### src/design/sef_pkg.sv
// ----------------------------------------------------------------------------
// sef_pkg
// Shared types and constants for the multi-pixel Sobel edge filter.
// ----------------------------------------------------------------------------
`default_nettype none

package sef_pkg;

    // Fixed bus geometry: one 64-bit word carries up to eight 8-bit pixels
    localparam int WORD_W     = 64;
    localparam int PIX_W      = 8;
    localparam int WORD_BYTES = WORD_W / PIX_W;

    // Saturation limit of an edge magnitude
    localparam logic [PIX_W-1:0] MAG_MAX = 8'hFF;

    typedef logic [WORD_W-1:0] t_word;
    typedef logic [PIX_W-1:0]  t_pix;

    // Control from the top level to the line buffer
    typedef struct packed {
        logic  shift;   // advance the window by one word
        t_word word;    // newest word entering the bottom row
    } t_lb_ctrl;

endpackage

`default_nettype wire

### src/design/sef_lane.sv
// ----------------------------------------------------------------------------
// sef_lane
// Sobel gradient magnitude of one 3x3 window, saturated to 8 bits.
// ----------------------------------------------------------------------------
`default_nettype none

module sef_lane (
    input  wire logic [2:0][sef_pkg::PIX_W-1:0] i_top,
    input  wire logic [2:0][sef_pkg::PIX_W-1:0] i_mid,
    input  wire logic [2:0][sef_pkg::PIX_W-1:0] i_bot,
    output logic      [sef_pkg::PIX_W-1:0]      o_mag
);

    import sef_pkg::*;

    logic signed [10:0] w_gx, w_gy;
    logic        [10:0] w_ax, w_ay;
    logic        [11:0] w_sum;

    // Horizontal gradient: right column minus left column
    assign w_gx = ($signed({3'b0, i_top[2]}) - $signed({3'b0, i_top[0]}))
                + ($signed({2'b0, i_mid[2], 1'b0}) - $signed({2'b0, i_mid[0], 1'b0}))
                + ($signed({3'b0, i_bot[2]}) - $signed({3'b0, i_bot[0]}));

    // Vertical gradient: top row minus bottom row
    assign w_gy = ($signed({3'b0, i_top[0]}) + $signed({2'b0, i_top[1], 1'b0})
                 + $signed({3'b0, i_top[2]}))
                - ($signed({3'b0, i_bot[0]}) + $signed({2'b0, i_bot[1], 1'b0})
                 + $signed({3'b0, i_bot[2]}));

    // Absolute values, sum and saturate
    assign w_ax  = w_gx[10] ? 11'(-w_gx) : 11'(w_gx);
    assign w_ay  = w_gy[10] ? 11'(-w_gy) : 11'(w_gy);
    assign w_sum = {1'b0, w_ax} + {1'b0, w_ay};
    assign o_mag = (|w_sum[11:PIX_W]) ? MAG_MAX : w_sum[PIX_W-1:0];

endmodule

`default_nettype wire

### config.mk
export PLATFORM = sky130hd
export DESIGN_NAME = sef_lane
export DESIGN_NICKNAME = d
export VERILOG_FILES = /design/src/design/sef_pkg.sv /design/src/design/sef_lane.sv
export SDC_FILE = /design/constraint.sdc
export NUM_CORES = 1
export LEC_CHECK = 0
export BUFFER_PORTS_ARGS = -buffer_cell sky130_fd_sc_hd__buf_2
export CAP_MARGIN = 20
export CORE_MARGIN = 2
export CORE_UTILIZATION = 25
export DETAILED_ROUTE_END_ITERATION = 16
export PLACE_DENSITY = 0.51
export SETUP_SLACK_MARGIN = 0.15
export SLEW_MARGIN = 25
export SYNTH_ARGS = -nofsm -noshare
export SYNTH_HDL_FRONTEND = slang
export SYNTH_SLANG_ARGS = --single-unit
export TNS_END_PERCENT = 50
### constraint.sdc
create_clock -name vclk -period 5.7
set_input_delay 0 -clock vclk [all_inputs]
set_output_delay 0 -clock vclk [all_outputs]
set_load 0.005 [all_outputs]
==> results of run 1 <==
[critical path, delay by kind of cell]
| kind | cells | cell delay, ns |
|---|---|---|
| compound gates | 14 | 2.35 |
| xor+xnor | 2 | 0.34 |
| fa+ha+maj | 5 | 1.50 |
| buf+inv | 6 | 0.53 |
| simple gates | 3 | 0.59 |
[metal layers]
layer  vias to the layer above  GRT usage [%]  wire length (um)
li1                       1629              -                 -
met1                      1442           13.4              3710
met2                        34           21.2              4260
met3                         4          0.644               189
met4                         0          0.727                54
met5                         -              0                 0
[cell type report]
| cell class | instances | area share [%] |
|---|---|---|
| Inverter | 116 | 9.72 |
| Tap cell | 184 | 5.05 |
| Multi-Input combinational cell | 330 | 72.6 |
| Timing Repair Buffer | 99 | 12.6 |
[Yosys cell counts, drive strengths merged, types with 2 or more instances]
| library cell | instances |
|---|---|
| a211oi | 3 |
| a21oi | 24 |
| ha | 59 |
| a21boi | 4 |
| nand2 | 15 |
| nor2 | 21 |
| fa | 45 |
| o21ai | 19 |
| o21bai | 10 |
| nand2b | 10 |
| o211ai | 9 |
| a31oi | 3 |
| nor3 | 6 |
| xnor2 | 39 |
| or3 | 5 |
| nand3b | 4 |
| xor2 | 15 |
| a21o | 18 |
| mux2 | 2 |
| inv | 116 |
| nor2b | 6 |
[cells by family (layout without fill, tap and decap cells)]
group	after synthesis	after routing
buffers and inverters	117	215
xor gates and xnor gates	54	54
adders and majority gates	104	104
muxes	3	3
and+or+nand+nor	73	73
AOI/OAI and AO/OA	96	96
[metrics by stage]
step	TNS [ns]	instance area [um2]	instances
after floorplan	0	3630	447
after global placement	0	4340	719
after detailed placement	-0.292	4340	719
after CTS	0	4400	720
after global routing	0	4560	729
final	0	4560	729
[final timing paths]
kind                   from  depth (start not counted)        to  slack, ns
hold / removal     i_bot[1]                          8  o_mag[0]       0.86
setup / recovery  i_bot[16]                         30  o_mag[4]       0.37
[timing repair]
action,in CTS,in global routing
pin swaps,3,30
setup buffers,1,9
hold buffers,0,0
setup endpoints to repair,8,8
gates resized for setup,10,36
==> report_table.html, run 1 <==
<table>
<tr><th>Metric</th><th>Value</th></tr>
<tr><th colspan="2">Run status</th></tr>
<tr><td>Outcome</td><td>finished, final reports clean</td></tr>
<tr><th colspan="2">Die</th></tr>
<tr><td>Total number of placement rows</td><td>44</td></tr>
<tr><td>Die area</td><td>0.0155 mm2</td></tr>
<tr><td>Top-level port count</td><td>80</td></tr>
<tr><td>Area inside the core boundary</td><td>between 0.01 and 0.015 mm2</td></tr>
<tr><td>Width of the die</td><td>approximately 120 um</td></tr>
<tr><td>Starting Density</td><td>approximately 25%</td></tr>
<tr><td>Die height</td><td>about 120 um</td></tr>
<tr><th colspan="2">STA</th></tr>
<tr><td>Part of the cycle the worst path needs</td><td>between 90% and 100%</td></tr>
<tr><td>Number of failing hold endpoints at the final stage</td><td>0</td></tr>
<tr><td>RSZ-0062 raised after global routing</td><td>no</td></tr>
<tr><td>Final slew viol count</td><td>0</td></tr>
<tr><td>Final WS setup</td><td>around 0.37 ns</td></tr>
<tr><td>Finish-stage setup viols</td><td>0</td></tr>
<tr><td>Highest achievable clock rate</td><td>roughly 190 MHz</td></tr>
<tr><td>Slew headroom</td><td>73.3%</td></tr>
<tr><td>Time the final worst path needs with I/O delays and setup</td><td>about 5.3 ns</td></tr>
<tr><td>Actual slew at the worst max-slew pin</td><td>0.397 ns</td></tr>
<tr><td>Final hold slack</td><td>roughly 0.86 ns</td></tr>
<tr><th colspan="2">Min path</th></tr>
<tr><td>Worst min-delay path class</td><td>primary input to primary output</td></tr>
<tr><th colspan="2">Worst setup path</th></tr>
<tr><td>Required arrival time at the worst endpoint</td><td>about 5.7 ns</td></tr>
<tr><td>Crit path arrival time</td><td>5.33 ns</td></tr>
<tr><td>Critical path start-end classification</td><td>primary input to primary output</td></tr>
<tr><td>Worst-path cell with the longest stage delay</td><td>sky130_fd_sc_hd__fa_1</td></tr>
<tr><td>Worst path max stage delay</td><td>about 0.42 ns</td></tr>
<tr><td>Critical path endpoint category</td><td>primary output</td></tr>
<tr><td>Largest fanout on the critical path</td><td>8</td></tr>
<tr><td>Category of the worst setup path launch point</td><td>primary input</td></tr>
<tr><th colspan="2">Route</th></tr>
<tr><td>Remaining number of nets flagged by the antenna check after routing</td><td>0</td></tr>
<tr><td>Drt drc</td><td>0</td></tr>
<tr><td>Starting DRT DRC Count</td><td>92</td></tr>
<tr><td>First-pass DRT Iterations</td><td>4</td></tr>
<tr><td>Vias per cell</td><td>4.26</td></tr>
<tr><td>Vias post-DR</td><td>between 3000 and 4000</td></tr>
<tr><td>Wire length reported by the detailed router</td><td>between 8 and 9 mm</td></tr>
<tr><td>Detailed-route wire length per cell</td><td>11.3 um</td></tr>
<tr><th colspan="2">Global routing</th></tr>
<tr><td>Largest net degree at the start of global routing</td><td>11</td></tr>
<tr><td>Combined global-route utilization of all metal layers</td><td>approximately 11%</td></tr>
<tr><td>Grt ovf</td><td>0</td></tr>
<tr><td>Antenna violations before repair</td><td>0</td></tr>
<tr><td>Wire length of the first global-routing pass</td><td>14.7 mm</td></tr>
<tr><td>Number of global-route vias before repair</td><td>approximately 3500</td></tr>
<tr><th colspan="2">Placed design</th></tr>
<tr><td>HPWL after DPL</td><td>between 7 and 8 mm</td></tr>
<tr><td>Worst-case setup slack after placement</td><td>-0.0458 ns</td></tr>
<tr><td>RD Place Congestion</td><td>0.794</td></tr>
<tr><td>Port bufs</td><td>72</td></tr>
<tr><th colspan="2">Yosys</th></tr>
<tr><td>Share of the synthesized area in the top cell type</td><td>about a quarter</td></tr>
<tr><td>Cell Area, Synth</td><td>between 0.003 and 0.004 mm2</td></tr>
<tr><td>Count of cell types in the netlist</td><td>47</td></tr>
<tr><td>Area fraction in compound gates after synthesis</td><td>17.9%</td></tr>
<tr><td>Synthesized area divided by synthesized cell count</td><td>roughly 8 um2</td></tr>
<tr><td>Xor and xnor fraction of the mapped netlist area</td><td>a little over an eighth</td></tr>
<tr><td>Post-synthesis mux area share</td><td>~1%</td></tr>
<tr><td>Cells taking the most area after synthesis</td><td>sky130_fd_sc_hd__fa_1 25%, sky130_fd_sc_hd__ha_1 20%, sky130_fd_sc_hd__inv_1 12%</td></tr>
<tr><td>Share of the yosys chip area belonging to registers</td><td>0%</td></tr>
<tr><td>Adder-cell share of the synthesized area</td><td>between 40% and 50%</td></tr>
<tr><td>Basic-gate share of the synthesized area counting and, or, nand and nor cells</td><td>about a tenth</td></tr>
<tr><td>Largest family of logic cells by synthesized area</td><td>adder cells</td></tr>
<tr><td>Mapped Cells</td><td>447</td></tr>
<tr><td>Cell taking the most area after synthesis</td><td>sky130_fd_sc_hd__fa_1</td></tr>
<tr><td>Net Count, Synth</td><td>623</td></tr>
<tr><td>Warning count from the yosys run</td><td>0</td></tr>
<tr><th colspan="2">Final layout</th></tr>
<tr><td>Multi-input combinational cell area</td><td>~0.0033 mm2</td></tr>
<tr><td>Core occupancy in the finished layout</td><td>31.7%</td></tr>
<tr><td>Synth-to-layout area growth</td><td>25.7%</td></tr>
<tr><td>Commonest non-fill, non-tap cells in the layout</td><td>108 x sky130_fd_sc_hd__inv_1, 70 x sky130_fd_sc_hd__buf_2, 54 x sky130_fd_sc_hd__ha_1</td></tr>
<tr><td>Filler Cell Count</td><td>between 1500 and 2000</td></tr>
<tr><td>Number of nets at the end of the flow</td><td>723</td></tr>
<tr><td>Proportion of layout cells with a drive suffix above 1</td><td>26.6%</td></tr>
<tr><td>Clock buffers</td><td>0</td></tr>
<tr><td>Storage cell area</td><td>0 um2</td></tr>
<tr><td>Count of inserted antenna diode cells</td><td>0</td></tr>
<tr><td>Number of flip-flops and latches</td><td>0</td></tr>
<tr><td>Most common cell after layout, fill and taps aside</td><td>sky130_fd_sc_hd__inv_1</td></tr>
<tr><th colspan="2">Flow run</th></tr>
<tr><td>Maximum Capacitance Violations</td><td>0</td></tr>
</table>
Power of run 1 is not shown: default switching activity piles up to over one toggle a cycle in this logic, so the estimate is an artifact.
==> inputs of run 2 (changes only) <==
Settings changed: PLACE_DENSITY 0.51 to 0.52.
Clock period 5.7 ns to 4.5 ns, I/O delays scaled along.
==> run 2 against run 1 <==
  * The run now ends with negative setup slack left
  * Wire length rose by 11%
  * Global-route usage rose by 1.2 points
  * Cell count rose by 15%
  * Sequential cell count did not move
  * First-iteration DRC count fell by 29%
==> report_table.html, run 2 (synthesis results as in run 1) <==
<table>
<tr><th>Metric</th><th>Value</th></tr>
<tr><th colspan="2">Route</th></tr>
<tr><td>Wire length reported by the detailed router</td><td>9.08 mm (+11%)</td></tr>
<tr><td>Vias post-DR</td><td>3526 (+13%)</td></tr>
<tr><td>Remaining number of nets flagged by the antenna check after routing</td><td>0 (unchanged)</td></tr>
<tr><td>Vias per cell</td><td>4.21 (-1.3%)</td></tr>
<tr><td>First-pass DRT Iterations</td><td>4 (unchanged)</td></tr>
<tr><td>Drt drc</td><td>0 (unchanged)</td></tr>
<tr><td>Starting DRT DRC Count</td><td>65 (-29%)</td></tr>
<tr><td>Detailed-route wire length per cell</td><td>10.8 um (-3.8%)</td></tr>
<tr><th colspan="2">Run status</th></tr>
<tr><td>Violations in the final reports</td><td>negative setup slack</td></tr>
<tr><td>Outcome</td><td>finished, violations left</td></tr>
<tr><th colspan="2">Die</th></tr>
<tr><td>Starting Density</td><td>25.2% (unchanged)</td></tr>
<tr><td>Total number of placement rows</td><td>44 (unchanged)</td></tr>
<tr><td>Top-level port count</td><td>80 (unchanged)</td></tr>
<tr><td>Area inside the core boundary</td><td>0.0144 mm2 (unchanged)</td></tr>
<tr><td>Die height</td><td>124 um (unchanged)</td></tr>
<tr><td>Die area</td><td>0.0155 mm2 (unchanged)</td></tr>
<tr><td>Width of the die</td><td>124 um (unchanged)</td></tr>
<tr><th colspan="2">Global routing</th></tr>
<tr><td>Largest net degree at the start of global routing</td><td>9 (-2)</td></tr>
<tr><td>Combined global-route utilization of all metal layers</td><td>12.0% (+1.2 points)</td></tr>
<tr><td>Grt ovf</td><td>0 (unchanged)</td></tr>
<tr><td>Wire length of the first global-routing pass</td><td>16.3 mm (+11%)</td></tr>
<tr><td>Number of global-route vias before repair</td><td>3795 (+9.8%)</td></tr>
<tr><td>Antenna violations before repair</td><td>0 (unchanged)</td></tr>
<tr><th colspan="2">Placed design</th></tr>
<tr><td>HPWL after DPL</td><td>8.24 mm (+10%)</td></tr>
<tr><td>RD Place Congestion</td><td>0.791 (-0.39%)</td></tr>
<tr><td>Port bufs</td><td>72 (unchanged)</td></tr>
<tr><th colspan="2">STA</th></tr>
<tr><td>Final hold slack</td><td>0.881 ns (+0.0179 ns)</td></tr>
<tr><td>Number of failing hold endpoints at the final stage</td><td>0 (unchanged)</td></tr>
<tr><td>Finish-stage setup viols</td><td>8 (+8)</td></tr>
<tr><td>Actual slew at the worst max-slew pin</td><td>0.373 ns (-0.0240 ns)</td></tr>
<tr><td>Part of the cycle the worst path needs</td><td>118%</td></tr>
<tr><td>Final slew viol count</td><td>0 (unchanged)</td></tr>
<tr><td>Time the final worst path needs with I/O delays and setup</td><td>~5.3 ns</td></tr>
<tr><td>RSZ-0062 raised after global routing</td><td>yes</td></tr>
<tr><td>Slew headroom</td><td>74.9% (+1.7 points)</td></tr>
<tr><td>Final WS setup</td><td>-0.819 ns (-1.19 ns)</td></tr>
<tr><td>Highest achievable clock rate</td><td>~190 MHz</td></tr>
<tr><th colspan="2">Final layout</th></tr>
<tr><td>Proportion of layout cells with a drive suffix above 1</td><td>40.1% (+13 points)</td></tr>
<tr><td>Clock buffers</td><td>0 (unchanged)</td></tr>
<tr><td>Storage cell area</td><td>0 um2 (unchanged)</td></tr>
<tr><td>Commonest non-fill, non-tap cells in the layout</td><td>134 x sky130_fd_sc_hd__buf_4, 108 x sky130_fd_sc_hd__inv_1, 70 x sky130_fd_sc_hd__buf_2</td></tr>
<tr><td>Number of flip-flops and latches</td><td>0 (unchanged)</td></tr>
<tr><td>Filler Cell Count</td><td>1489 (-2.4%)</td></tr>
<tr><td>Count of inserted antenna diode cells</td><td>0 (unchanged)</td></tr>
<tr><td>Most common cell after layout, fill and taps aside</td><td>sky130_fd_sc_hd__buf_4</td></tr>
<tr><td>Number of nets at the end of the flow</td><td>832 (+15%)</td></tr>
<tr><td>Synth-to-layout area growth</td><td>49.7%</td></tr>
<tr><th colspan="2">Worst setup path</th></tr>
<tr><td>Critical path endpoint category</td><td>primary output</td></tr>
<tr><td>Crit path arrival time</td><td>5.32 ns (about the same)</td></tr>
<tr><td>Critical Path Sink</td><td>o_mag[3]</td></tr>
<tr><td>Worst path max stage delay</td><td>0.47 ns (+0.05 ns)</td></tr>
<tr><td>CP delay by family, top</td><td>compound AO/OA/AOI/OAI gates</td></tr>
<tr><td>Crit path from</td><td>i_top[1]</td></tr>
<tr><td>Count of cell instances traversed by the critical path</td><td>28 (-6.7%)</td></tr>
<tr><td>Critical path start-end classification</td><td>primary input to primary output</td></tr>
<tr><td>Count of buffering cells on the critical path with inverters included</td><td>5 (-1)</td></tr>
<tr><td>Category of the worst setup path launch point</td><td>primary input</td></tr>
<tr><td>Largest fanout on the critical path</td><td>8 (unchanged)</td></tr>
<tr><td>Worst-path cell with the longest stage delay</td><td>sky130_fd_sc_hd__fa_1</td></tr>
<tr><td>Required arrival time at the worst endpoint</td><td>4.50 ns (-1.20 ns)</td></tr>
<tr><th colspan="2">Flow run</th></tr>
<tr><td>Maximum Capacitance Violations</td><td>0 (unchanged)</td></tr>
<tr><th colspan="2">Min path</th></tr>
<tr><td>Worst hold path stage count</td><td>8 (unchanged)</td></tr>
<tr><td>Worst min-delay path class</td><td>primary input to primary output</td></tr>
</table>
-- run 2: changes by cell type in the layout (fill, tap and decap cells not counted), sizes merged --
cell      before  now
clkinvlp       0    2
inv          116  114
buf           99  208
-- run 2: final cells by class --
cell class | count | area, um2 | area share, %
Timing Repair Buffer | 208 | 1400 | 25.8
Tap cell | 184 | 230 | 4.24
Multi-Input combinational cell | 330 | 3360 | 61.8
Inverter | 116 | 443 | 8.15
-- run 2: tightest hold or removal path: stages --
cell and delay [ns]:
sky130_fd_sc_hd__buf_6 0.09, sky130_fd_sc_hd__clkinvlp_4 0.09, sky130_fd_sc_hd__buf_4 0.12, sky130_fd_sc_hd__ha_1 0.18
sky130_fd_sc_hd__ha_1 0.16, sky130_fd_sc_hd__nor2_1 0.05, sky130_fd_sc_hd__o21ai_1 0.07, sky130_fd_sc_hd__buf_2 0.11
-- run 2: timing repair --
item | CTS | global route
hold buffers | 0 | 0
setup buffers | 9 | 5
gates resized for setup | 13 | 16
endpoints found under the setup margin | 8 | 8
pin swaps | 20 | 21
-- run 2: through the flow --
stage                     util, %  setup slack, ns  setup TNS [ns]  area [um2]  std cells
after global routing         37.8            -1.06           -8.22        5430        838
after CTS                    37.1           -0.813           -6.38        5340        833
after detailed placement     36.4           -0.902           -7.08        5220        824
after global placement       36.4           -0.842           -6.64        5220        824
final                        37.8           -0.819           -6.42        5430        838
after floorplan                 -           -0.433           -3.34        3720        447
-- run 2: worst min-delay path by stage --
stage	start	to	slack [ns]
after detailed placement	i_bot[1]	o_mag[0]	0.95
after global routing	i_bot[1]	o_mag[0]	0.97
after CTS	i_bot[1]	o_mag[0]	0.90
after global placement	i_bot[1]	o_mag[0]	0.93
final	i_bot[1]	o_mag[0]	0.88
after floorplan	i_bot[1]	o_mag[0]	0.51
-- run 2: metal layers --
layer	track usage (%)	up-vias	share of wire [%]
li1	-	1848	-
met1	15.2	1640	45
met2	23.8	36	52
met3	0.473	2	2.1
met4	0	0	0.24
met5	0	-	0
Power of run 2 is left out for the same reason.
